[src/hdl/shrb_pkg.sv]
// ----------------------------------------------------------------------------
// shrb_pkg
// shared types and constants for the sample history ring buffer
// ----------------------------------------------------------------------------
package shrb_pkg;

  localparam int unsigned DEPTH_DEFAULT    = 1024;
  localparam int unsigned MAX_READ_DEFAULT = 64;
  localparam int unsigned SAMPLE_W         = 32;
  localparam int unsigned COUNT_W          = 7;
  localparam int unsigned TOTAL_W          = 64;
  // queue between front and back, power of two
  localparam int unsigned QUEUE_DEPTH      = 4;

  // request command codes
  localparam logic CMD_WRITE = 1'b0;
  localparam logic CMD_READ  = 1'b1;

  typedef enum logic [1:0] {
    KIND_WRITE,
    KIND_READ,
    KIND_REJECT
  } kind_t;

  typedef struct packed {
    kind_t               kind;
    logic [SAMPLE_W-1:0] sample;
    logic [COUNT_W-1:0]  count;
  } item_t;

  typedef enum logic {
    BACK_IDLE,
    BACK_RUN
  } back_state_t;

  typedef struct packed {
    logic [SAMPLE_W-1:0] sample;
    logic                last;
    logic                ok;
    logic [TOTAL_W-1:0]  total;
  } result_t;

endpackage

[src/hdl/shrb_front.sv]
// ----------------------------------------------------------------------------
// shrb_front
// accepts request transactions and classifies them as write, read or reject
// ----------------------------------------------------------------------------
module shrb_front #(
  parameter int unsigned DEPTH    = shrb_pkg::DEPTH_DEFAULT,
  parameter int unsigned MAX_READ = shrb_pkg::MAX_READ_DEFAULT
) (
  input  logic                          clk,
  input  logic                          rst,
  input  logic                          req_valid,
  output logic                          req_stall,
  input  logic                          cmd,
  input  logic [shrb_pkg::SAMPLE_W-1:0] sample_in,
  input  logic [shrb_pkg::COUNT_W-1:0]  read_count,
  output logic                          item_valid,
  input  logic                          item_stall,
  output shrb_pkg::item_t               item
);

  shrb_pkg::item_t item_next;
  logic            load;
  logic            bad_count;

  assign req_stall = item_valid && item_stall;
  assign load      = req_valid && !req_stall;

  // count of zero, or beyond the store or the read limit
  assign bad_count = (read_count == '0)
                  || (32'(read_count) > 32'(DEPTH))
                  || (32'(read_count) > 32'(MAX_READ));

  always_comb begin
    item_next.sample = sample_in;
    item_next.count  = read_count;
    if (cmd == shrb_pkg::CMD_WRITE) begin
      item_next.kind = shrb_pkg::KIND_WRITE;
    end else if (bad_count) begin
      item_next.kind = shrb_pkg::KIND_REJECT;
    end else begin
      item_next.kind = shrb_pkg::KIND_READ;
    end
  end

  always_ff @(posedge clk) begin
    if (rst) begin
      item_valid <= 1'b0;
    end else if (load) begin
      item_valid <= 1'b1;
    end else if (!item_stall) begin
      item_valid <= 1'b0;
    end
  end

  always_ff @(posedge clk) begin
    if (load) begin
      item <= item_next;
    end
  end

endmodule

[config.mk]
export PLATFORM = sky130hd
export DESIGN_NAME = shrb_front
export DESIGN_NICKNAME = d
export VERILOG_FILES = /design/src/hdl/shrb_pkg.sv /design/src/hdl/shrb_front.sv
export SDC_FILE = /design/constraint.sdc
export NUM_CORES = 1
export LEC_CHECK = 0
export BUFFER_PORTS_ARGS = -buffer_cell sky130_fd_sc_hd__buf_2
export CAP_MARGIN = 25
export CORE_MARGIN = 2
export CORE_UTILIZATION = 40
export CTS_CLUSTER_DIAMETER = 120
export DETAILED_ROUTE_END_ITERATION = 10
export PLACE_DENSITY = 0.77
export SLEW_MARGIN = 15
export SYNTH_ARGS = -nofsm -noshare
export SYNTH_HDL_FRONTEND = slang
export SYNTH_SLANG_ARGS = --single-unit
[constraint.sdc]
create_clock -name clk -period 3.5 [get_ports clk]
set_input_delay 0.175 -clock clk [delete_from_list [all_inputs] [get_ports clk]]
set_output_delay 0.175 -clock clk [all_outputs]
set_load 0.01 [all_outputs]
### Word-level counts from Yosys, hierarchy flattened

Cells that the tools add are included.

| cells by class | value |
|---|---|
| magnitude comparators | 1 |
| reductions and logical operators | 5 |
| equal/unequal tests | 1 |
| multiplexer cells | 3 |

Operator list:

| operator | count |
|---|---|
| $gt 7x7->1 const B | 1 |
| $logic_not 7->1 | 1 |
| $logic_and 1x1->1 | 2 |
| $mux 1 | 2 |
| $mux 2 | 1 |
| $ne 2x1->1 const B | 1 |
| $logic_not 1->1 | 1 |
| $logic_or 1x1->1 | 1 |

| storage, ports and cells | value |
|---|---|
| bits of input ports | 44 |
| register bits after elaboration | 42 |

### Logic depth before layout (Yosys ltp)

| depth | value |
|---|---|
| word-level depth | 4 |
| gate-level depth with buffers | 3 |

### Worst setup path before layout

Ideal clock, no wire load.

| timing | value |
|---|---|
| path kind | register -> register |
| start point | register item_valid |
| end point | register item[0] (netlist bit) (enable) |
| buffers on the path | 0 |
| library setup time | 444 ps |
| data required time | 3056 ps |
| stages on the path, launching flop included | 3 |
| path slack | 684 ps |
| data arrival time | 2372 ps |
| period minus slack after synthesis | 2816 ps |
| cell sequence | dfxtp_1 and2_1 nor2b_1 |

| on the way | value |
|---|---|
| longest elaborated chain between the ends | 3 |

Ends and longest elaborated chain:

| item | RTL line | text |
|---|---|---|
| from (decl) | shrb_front.sv:16 | `output logic item_valid,` |
| from (signal assigned) | shrb_front.sv:47 | `item_valid <= 1'b0;` |
| from (signal assigned) | shrb_front.sv:49 | `item_valid <= 1'b1;` |
| from (signal assigned) | shrb_front.sv:51 | `item_valid <= 1'b0;` |
| $logic_and 1x1->1 | shrb_front.sv:25 | `assign req_stall = item_valid && item_stall;` |
| named net req_stall | shrb_front.sv:12 | `output logic req_stall,` |
| $logic_not 1->1 | shrb_front.sv:26 | `assign load = req_valid && !req_stall;` |
| $logic_and 1x1->1 | shrb_front.sv:26 |  |
| named net load | shrb_front.sv:22 | `logic load;` |
| to (signal assigned) | shrb_front.sv:57 | `item <= item_next;` |
| to (decl) | shrb_front.sv:18 | `output shrb_pkg::item_t item` |

The timed path passes the listed nets, and every way through them passes these cells.
A chain may end at the register's enable or synchronous reset.

### Worst setup path after layout

| timing | value |
|---|---|
| start point | register item_valid |
| end point | register item[35] (netlist bit) (enable) |

| on the way | value |
|---|---|
| longest elaborated chain between the ends | 3 |

Ends and longest elaborated chain:

| item | RTL line |
|---|---|
| $logic_and 1x1->1 | shrb_front.sv:25 |
| $logic_not 1->1 | shrb_front.sv:26 |
| $logic_and 1x1->1 | shrb_front.sv:26 |
| named net load | shrb_front.sv:22 |

The timed path passes the listed nets, and every way through them passes these cells.

==> impl_metrics.tcl <==
set metrics [dict create \
    outcome "finished clean" \
    drc 0 \
    final_antenna_net_count 0 \
    period_minus_slack_ps 1580 \
    synth_mux_area_share_pct 1.52 \
    dp_slack_ps 1780 \
    grt_pass1_vias 964 \
    final_max_slew_viol_count 0 \
    relSlewSlack_pct 58.6 \
    critPathKind "register to register" \
    core_area_mm2 0.00308 \
    dieArea_mm2 0.00376 \
    cts_tree "done" \
    grt-ovfl-total 0 \
    synthSimpleGateAreaFrac_pct 3.33 \
    post_drt_wl_per_cell_um 14.7 \
    cts_root_buf "clkbuf_4" \
    critPathArrivalTime_ps 1630 \
    min-delay-start "read_count[5]" \
    h-tree-depth 2 \
    vias 990 \
    finClkSkew_ps 15.2 \
    slowest_stage "nor2b_4" \
    setup_tns_ps 0 \
    synth-xor-area-share_pct 0 \
    yosysMostFrequentCell "edfxtp_1" \
    worstMarginPinSlew_ps 619 \
    power.density_mw_per_mm2 448 \
    cp.depth 3 \
    synth_nets 97 \
    cp_num_buf_inv 1 \
    area_growth_pct 72.2 \
    start_util_pct 42.7 \
    grt_pass1_wl_um 4050 \
    hold_viol 0 \
    rsz0062_at_grt "false" \
    synth_top_area_cell "edfxtp_1" \
    fin_nets 226 \
    ys.warnings.count 0 \
    io_buffers 86 \
    ff2ff_setup_slack_ps 1920 \
    synth.avg_cell_area_um2 24.8 \
    syn_inst 53 \
    max_freq_mhz 634 \
    clock_latency_ps 340 \
    dp_hpwl_um 1800 \
    clk_pin_slew_ps 120 \
    drt_wl_total_um 3340 \
    grt.total_usage_pct 16.1 \
    gp_congestion 0.675 \
    path_cells "and2_1, nor2b_4, buf_16" \
    critical_path.top_delay_family "simple AND/OR/NAND/NOR gates" \
    crit_path_max_fanout 22 \
    grt_start_max_net_pins 42 \
    synth_adder_area_share_pct 0 \
    ir_drop_mv 0.399 \
    post-route-period-util_pct 45.0 \
    synth_area_leaders "edfxtp_1, dfxtp_1, mux2i_1" \
    die_w_um 61.3 \
    synth_top_family_by_area "simple AND/OR/NAND/NOR gates" \
    hold_class "primary input to register" \
    yosysUniqueCellTypes 9 \
    required_ps 3550 \
    cp-startpoint "item_valid" \
    reg2reg_from "item_valid" \
    whs_path_depth 1 \
    antennaDiodeCount 0 \
    antenna_found_initial 0 \
    ys.flop_type "edfxtp_1" \
    synth_compound_area_share_pct 0 \
    clockBufferDepth 2 \
    setup_ws_ps 1920 \
    final-setup-viol-count 0 \
    p_leak_nw 0.985 \
    postCtsSetupRepairBufs 0 \
    synth.top_cell.area_share_pct 93.6 \
    r2r_cells 3 \
    drv_cap 0 \
    die_h_um 61.3 \
    ios 87 \
    slowest_delay_ps 530 \
    drt_pass1_iterations 4 \
    synth_edf_count 41 \
    async_flop_share_pct 0 \
    cts_made_buffers 5 \
    synth-seq-cells 42 \
    drive_above_1_share_pct 51.9 \
    synthTopCellsByCount "edfxtp_1, nor2_1, mux2i_1, nand2_1" \
    end_kind "register" \
    clock-sinks 42 \
    via_per_inst 4.36 \
    yosysSeqAreaShare_pct 95.1 \
    syn-cell-area_mm2 0.00132 \
    start_kind "register" \
    drt_iter0_drc 26 \
    fp-row-count 20 \
]
cells in the final DEF (no fill, tap or decap):
cell type	Yosys	layout
and2_1	1	1
buf_16	0	1
buf_2	0	86
bufinv_16	0	1
clkbuf_1	0	1
clkbuf_4	0	5
clkinvlp_4	0	1
dfxtp_1	1	1
dlygate4sd3_1	0	35
edfxtp_1	41	41
mux2i_1	2	2
nand2_1	2	2
nand2b_1	1	1
nor2_1	3	3
nor2b_4	0	1
nor4_1	1	1
report_power, final:
| part | leakage, nW | internal [mW] | switching [mW] |
|---|---|---|---|
| clock | 0.0385 | 0.151 | 0.146 |
| combinational | 0.541 | 0.0674 | 0.0552 |
| sequential | 0.406 | 0.586 | 0.00780 |
| total | 0.985 | 0.805 | 0.209 |
metal layers:
layer	GRT usage [%]	wire length (um)	up-vias
li1	-	-	465
met1	15.7	1170	461
met2	26.6	1770	60
met3	11.1	373	4
met4	6.38	33	0
met5	0	0	-
cell families (layout without fill, tap and decap cells):
kind of cell,count (synthesis),count (layout)
buf+inv,0,130
flops,42,42
mux,2,2
simple gates,9,9
metrics by stage:
| stage | power, mW | utilization [%] | hold WS (ps) | cells | area (um2) |
|---|---|---|---|---|---|
| 3_3_place_gp | 0.687 | 58.7 | 332 | 183 | 1810 |
| 3_5_place_dp | 0.690 | 58.7 | 339 | 183 | 1810 |
| 6_report | 1.01 | 73.6 | 24.7 | 227 | 2260 |
| 4_1_cts | 1.00 | 69.4 | 0.460 | 216 | 2140 |
| 5_1_grt | 1.05 | 73.6 | 0.916 | 227 | 2260 |
| 2_1_floorplan | 0.635 | - | 247 | 53 | 1320 |
state kept, by name, indices dropped and copies added (netlist names):
signal and count:
item_valid 1, item 41
final timing paths:
| kind | to |
|---|---|
| setup reg to reg | item[35] |
| hold / removal | item[5] |
| setup / recovery | item[35] |
| hold reg to reg | item_valid |
layout make-up:
cell class                 count  area, um2
fill                         190        813
sequential                    42       1250
multi-input combinational     11       71.3
tap                           44       55.1
timing repair buffer         122        808
clock buffer                   6       41.3
clock inverter                 2       37.5
timing repair:
action                    in CTS  in global routing
hold endpoints to repair      25                 10
hold buffers                  25                 10
resized for setup              0                  0
Power figures use the tool's default switching activity.
