File: config.mk
export PLATFORM = sky130hd
export DESIGN_NAME = shrb_queue
export DESIGN_NICKNAME = d
export VERILOG_FILES = /design/src/hdl/shrb_pkg.sv /design/src/hdl/shrb_queue.sv
export SDC_FILE = /design/constraint.sdc
export NUM_CORES = 1
export LEC_CHECK = 0
export BUFFER_PORTS_ARGS = -buffer_cell sky130_fd_sc_hd__buf_2
export CAP_MARGIN = 20
export CELL_PAD_IN_SITES_DETAIL_PLACEMENT = 1
export CELL_PAD_IN_SITES_GLOBAL_PLACEMENT = 1
export CORE_MARGIN = 2
export CORE_UTILIZATION = 50
export DETAILED_ROUTE_END_ITERATION = 12
export MAX_ROUTING_LAYER = met4
export PLACE_DENSITY_LB_ADDON = 0.1
export SLEW_MARGIN = 10
export SYNTH_ARGS = -nofsm -noshare
export SYNTH_HDL_FRONTEND = slang
export SYNTH_SLANG_ARGS = --single-unit
File: constraint.sdc
create_clock -name clk -period 3.1 [get_ports clk]
set_input_delay 0.62 -clock clk [delete_from_list [all_inputs] [get_ports clk]]
set_output_delay 0.62 -clock clk [all_outputs]
set_load 0.03 [all_outputs]
File: src/hdl/shrb_pkg.sv
// ----------------------------------------------------------------------------
// shrb_pkg
// shared types and constants for the sample history ring buffer
// ----------------------------------------------------------------------------
package shrb_pkg;

  localparam int unsigned DEPTH_DEFAULT    = 1024;
  localparam int unsigned MAX_READ_DEFAULT = 64;
  localparam int unsigned SAMPLE_W         = 32;
  localparam int unsigned COUNT_W          = 7;
  localparam int unsigned TOTAL_W          = 64;
  // queue between front and back, power of two
  localparam int unsigned QUEUE_DEPTH      = 4;

  // request command codes
  localparam logic CMD_WRITE = 1'b0;
  localparam logic CMD_READ  = 1'b1;

  typedef enum logic [1:0] {
    KIND_WRITE,
    KIND_READ,
    KIND_REJECT
  } kind_t;

  typedef struct packed {
    kind_t               kind;
    logic [SAMPLE_W-1:0] sample;
    logic [COUNT_W-1:0]  count;
  } item_t;

  typedef enum logic {
    BACK_IDLE,
    BACK_RUN
  } back_state_t;

  typedef struct packed {
    logic [SAMPLE_W-1:0] sample;
    logic                last;
    logic                ok;
    logic [TOTAL_W-1:0]  total;
  } result_t;

endpackage

File: src/hdl/shrb_queue.sv
// ----------------------------------------------------------------------------
// shrb_queue
// short first-in first-out queue of classified items
// ----------------------------------------------------------------------------
module shrb_queue (
  input  logic            clk,
  input  logic            rst,
  input  logic            push_valid,
  output logic            push_stall,
  input  shrb_pkg::item_t push_item,
  output logic            pop_valid,
  input  logic            pop,
  output shrb_pkg::item_t pop_item
);

  localparam int unsigned PTR_W = $clog2(shrb_pkg::QUEUE_DEPTH);

  shrb_pkg::item_t    entries [shrb_pkg::QUEUE_DEPTH];
  logic [PTR_W-1:0]   wr_ptr;
  logic [PTR_W-1:0]   rd_ptr;
  logic [PTR_W:0]     fill;
  logic               do_push;
  logic               do_pop;

  assign push_stall = (fill == (PTR_W+1)'(shrb_pkg::QUEUE_DEPTH));
  assign pop_valid  = (fill != '0);
  assign do_push    = push_valid && !push_stall;
  assign do_pop     = pop && pop_valid;
  assign pop_item   = entries[rd_ptr];

  always_ff @(posedge clk) begin
    if (rst) begin
      wr_ptr <= '0;
      rd_ptr <= '0;
      fill   <= '0;
    end else begin
      if (do_push) begin
        wr_ptr <= wr_ptr + 1'b1;
      end
      if (do_pop) begin
        rd_ptr <= rd_ptr + 1'b1;
      end
      if (do_push && !do_pop) begin
        fill <= fill + 1'b1;
      end else if (do_pop && !do_push) begin
        fill <= fill - 1'b1;
      end
    end
  end

  always_ff @(posedge clk) begin
    if (do_push) begin
      entries[wr_ptr] <= push_item;
    end
  end

endmodule

# --- Yosys cells after proc, flatten, opt, wreduce, memory -nomap -nowiden ---
# Memories as Yosys holds them, arrays and structs flattened. A register that Yosys moved wholly into a read port is not among the register bits.
# Index checks and enable logic that the tools add are counted.
# Widths: inputs -> output; s select.
classes:
  add_sub_neg: 4
  eq_ne: 1
  mux: 6
  reduce_logical: 9
ops:
  columns: ["op", "count"]
  rows:
  - ["$mux 3", 2]
  - ["$add 2x1->2 const B", 2]
  - ["$logic_and 1x1->1", 4]
  - ["$mux 2", 2]
  - ["$add 3x1->3 const B", 1]
  - ["$eq 3x3->1 const B", 1]
  - ["$logic_not 1->1", 3]
  - ["$reduce_bool 3->1", 1]
  - ["$sub 3x1->3 const B", 1]
  - ["$mux 1", 2]
  - ["$reduce_bool 2->1", 1]
word_totals:
  regBits: 7
  mem_bits_rw: 164
  in_bits: 45
  output_inout_bits: 43
  word_cells: 24
  mem_count: 1
memory_table:
  columns: ["name", "depth", "word_bits", "read_ports", "rd_ports_with_merged_regs", "write_ports", "line_no", "source"]
  rows:
  - ["entries", 4, 41, 1, 1, 1, "shrb_queue.sv:18", "shrb_pkg::item_t entries [shrb_pkg::QUEUE_DEPTH];"]

# --- Logic depth before layout (Yosys ltp) ---
depth:
  depth_word: 7
  mapped_depth: 8
  ltp_nobuf: 8

# --- Least setup slack after synthesis ---
# OpenSTA, ideal clock, no wires.
synth_path:
  kind: "input -> register"
  startpoint: "input port push_valid"
  endpoint: "memory entries[0][0] (netlist bit), enable pin"
  setup_time_ns: 0.402
  arrival_time_ns: 1.949
  t_required_ns: 2.698
  slack_ns: 0.748
  cell_stages: 3
  n_path_buf: 0
  cell_sequence: "inv_1 nor2_1 and2_1"
synth_between:
  elab_chain_cells: 3
synth_lines:
  columns: ["item", "line_no", "source"]
  rows:
  - ["start: declaration", "shrb_queue.sv:8", "input logic push_valid,"]
  - ["$logic_and 1x1->1", "shrb_queue.sv:27", "assign do_push = push_valid && !push_stall;"]
  - ["via do_push", "shrb_queue.sv:22", "logic do_push;"]
  - ["$mux 1", "shrb_queue.sv:52", "if (do_push) begin"]
  - ["$mux 1 (not written as such)", "shrb_queue.sv:53", "entries[wr_ptr] <= push_item;"]
  - ["end: declaration", "shrb_queue.sv:18", null]
# The timed path passes the listed nets, and every way through them passes these cells.

==> PnR_summary.wiki <==
{| class="wikitable"
! Metric !! Value
|-
| Static power due to leakage || 2.60 nW
|-
| Post-route standard cell area excluding fillers || 7660 sq um
|-
| Wire length on met1 || 4960 um
|-
| Number of distinct library cells after synthesis || 23
|-
| Yosys top cell by area || sky130_fd_sc_hd__edfxtp_1
|-
| Effective utilization at floorplan || 51.2%
|-
| Area of the die || 13,800 sq um
|-
| Share of Yosys cell area claimed by the top area cell type || 76.5%
|-
| Total power per unit cell area || 875 nW/um^2
|-
| Final setup viols || 0
|-
| DP Wirelength || 6990 um
|-
| Via count of the first global-routing pass || 3,169
|-
| Startpoint of the worst-slack reg-to-reg timing path || fill[0]
|-
| I/O pin count || 88
|-
| Final GP Congestion || 0.758
|-
| Number of filler cells placed in the layout || 1,084
|-
| Fraction of the yosys area taken by sequential cells || 79.3%
|-
| Setup crit end kind || output pin
|-
| Clock-pin slew of the registers on the worst-case setup and hold paths || 60 ps
|-
| Gate count of the mapped netlist || 263
|-
| Synth-to-layout area growth || 19.0%
|-
| Net count after synthesis || 314
|-
| CTS Sinks || 173
|-
| Detailed Routing Iterations Pass 1 || 4
|-
| Reg2reg end || fill[2]
|-
| Placeable Area || 12,600 sq um
|-
| Fraction of the cycle the final worst path needs || 87.6%
|-
| Met2 Wirelength || 5510 um
|-
| Average wire length per cell after detail routing || 20.4 um
|-
| Peak Freq || 368 MHz
|-
| Worst hold-check path type || in -> reg
|-
| Post-Route Utilization || 60.9%
|-
| Antenna violation net count after detailed routing || 0
|-
| Largest buffer count on any clock path || 2
|-
| Routed via count || 2,909
|-
| Fraction of layout cells with a size suffix above 1 || 43.7%
|-
| Worst EP required || 2480 ps
|-
| Hold Fails Final Rpt || 0
|-
| Final sum of negative setup slack || 0 ps
|-
| Measured slew at the worst slew-check pin || 527 ps
|-
| Worst Clk Skew || 5.88 ps
|-
| Setup repair after global routing missed its margin || false
|-
| Largest net degree at the start of global routing || 39
|-
| Worst-skew pair later-pin latency || 420 ps
|-
| Final setup slack of the worst path || 385 ps
|-
| Sum of internal, switching and leakage power || 6.70 mW
|-
| CTS buffer count || 17
|-
| Post-placement worst setup slack || 679 ps
|-
| IR drop worst, VDD || 394 uV
|-
| Number of standard cells in the layout, taps in and fillers out || 551
|-
| Worst Hold Slack || 416 ps
|-
| Number of hold buffers added after cts || 0
|-
| Run status || complete, no violations
|-
| Data arrival time of the critical path || 2100 ps
|-
| Number of gates resized after CTS || 0
|-
| Antenna violations before repair || 1
|-
| Top fanout value on the critical path || 20
|-
| Min-Delay Path Depth || 1
|-
| Avg Synthesized Cell Area || 24.5 sq um
|-
| Worst rel slew slack || 64.9%
|-
| Terminating pin of the worst hold path || entries[1][26]
|-
| Placed Cells || 519
|-
| Wire length of the first global-routing pass || 17,700 um
|-
| GRT Residual Overflow || 0
|-
| Warnings from Yosys || 0
|-
| Number of DRC violations after detailed routing || 0
|-
| Summed instance area of the synthesized netlist || 6440 sq um
|-
| CTS tree || yes
|-
| Launch point of the worst hold path || push_item[26]
|-
| Placed standard-cell area || 7110 sq um
|-
| Row count || 41
|-
| Uppermost layer routed || met4
|-
| Post-CTS setup buffer count || 0
|-
| Clock Root Buffer || sky130_fd_sc_hd__clkbuf_16
|-
| Count of nets after finishing || 417
|-
| Post-detailed-routing wire length || 11,200 um
|-
| Detail Route met3 WL || 529 um
|-
| Max-cap check violation count || 0
|-
| R2r worst-path depth || 8
|-
| Type of the worst setup path || reg -> out
|-
| Port Buf Inserts || 87
|-
| Overall fraction of global-route tracks in use || 18.0%
|-
| Die width || 117 um
|-
| Number of max-slew violations in the final report || 0
|-
| Chip Height || 117 um
|-
| Sort of element at the start of the critical path || register
|-
| Violation count after the first detailed-route iteration || 201
|-
| Post-DR vias/cell || 5.28
|-
| Synthesis-stage register bit count || 173
|-
| Top post-synthesis cells by area || sky130_fd_sc_hd__edfxtp_1 (77%), sky130_fd_sc_hd__mux4_2 (14%), sky130_fd_sc_hd__dfxtp_1 (2.8%)
|-
| Clock period minus final worst setup slack || 2720 ps
|-
| FF-to-FF setup slack || 820 ps
|-
| CTS H-tree depth || 4
|}
## sequential cells by signal, summed over array words and instances, names as in the netlist, named ones only
register and count:
rd_ptr 2, wr_ptr 2, fill 3, entries 164
## power by group
group          switching [mW]  internal (mW)  total [mW]
sequential              0.170           2.82        2.99
clock                   0.795           1.17        1.97
combinational            1.03          0.716        1.75
## critical path, cell delays in order, from the launching register on
cell	delay (ps)
sky130_fd_sc_hd__dfxtp_4	630
sky130_fd_sc_hd__buf_4	320
sky130_fd_sc_hd__mux4_2	530
sky130_fd_sc_hd__buf_2	190
## worst max path at each step
stage	start	to	slack, ps
floorplan	push_valid	entries[0][0]	750
global route	register	pop_item[23]	230
global placement	push_valid	fill[2]	750
detailed placement	push_valid	fill[2]	680
finish	register	pop_item[23]	380
CTS	register	pop_item[23]	310
## cell families (layout without fill, tap and decap cells)
family | after synthesis | in the layout | share of synthesized area, %
buffers and inverters | 15 | 130 | 2.08
flip-flops | 173 | 173 | 79.3
adder cells (fa/ha/maj) | 6 | 6 | 1.28
AND/OR/NAND/NOR | 16 | 16 | 1.42
XOR/XNOR | 4 | 4 | 0.544
multiplexers | 43 | 43 | 14.7
other | 0 | 1 | 0
AO/OA/AOI/OAI | 6 | 6 | 0.642
## Yosys cell counts (all sizes together)
master and n:
o31ai 1, o311ai 1, dfxtp 9, clkbuf 1
nor2 6, fa 1, mux2i 2, edfxtp 164
a21oi 2, mux4 41, ha 5, and2 4
or3 3, nand2b 2, o21ai 2, inv 4
nor3b 1, xor2 4, buf 10
## placed cells by master, fill, tap and decap left out, types with 3 or more instances in the layout
cell                        count
sky130_fd_sc_hd__edfxtp_1     164
sky130_fd_sc_hd__buf_2         87
sky130_fd_sc_hd__mux4_2        40
sky130_fd_sc_hd__clkbuf_16     17
sky130_fd_sc_hd__dfxtp_1        7
sky130_fd_sc_hd__nor2_1         6
sky130_fd_sc_hd__buf_12         6
sky130_fd_sc_hd__ha_1           5
sky130_fd_sc_hd__clkbuf_1       5
sky130_fd_sc_hd__inv_1          4
sky130_fd_sc_hd__and2_2         4
sky130_fd_sc_hd__xor2_1         4
sky130_fd_sc_hd__clkinv_1       4
sky130_fd_sc_hd__or3_1          3
## per-layer routing
layer | vias to the layer above | global-route usage [%]
met1 | 1510 | 22.8
met2 | 77 | 27.6
met5 | - | -
met4 | 0 | 7.83
li1 | 1305 | -
met3 | 17 | 4.89
## final cells by class
type,count,area [sq um],share of cell area (%)
inverters,4,15.0,0.196
clock buffers,22,444,5.80
multi-input cells,75,1200,15.7
clock inverters,9,96.3,1.26
diodes,1,2.50,0.0327
repair buffers,95,571,7.45
well taps,172,215,2.81
flip-flops and latches,173,5110,66.7
Power figures use the tool's default switching activity.
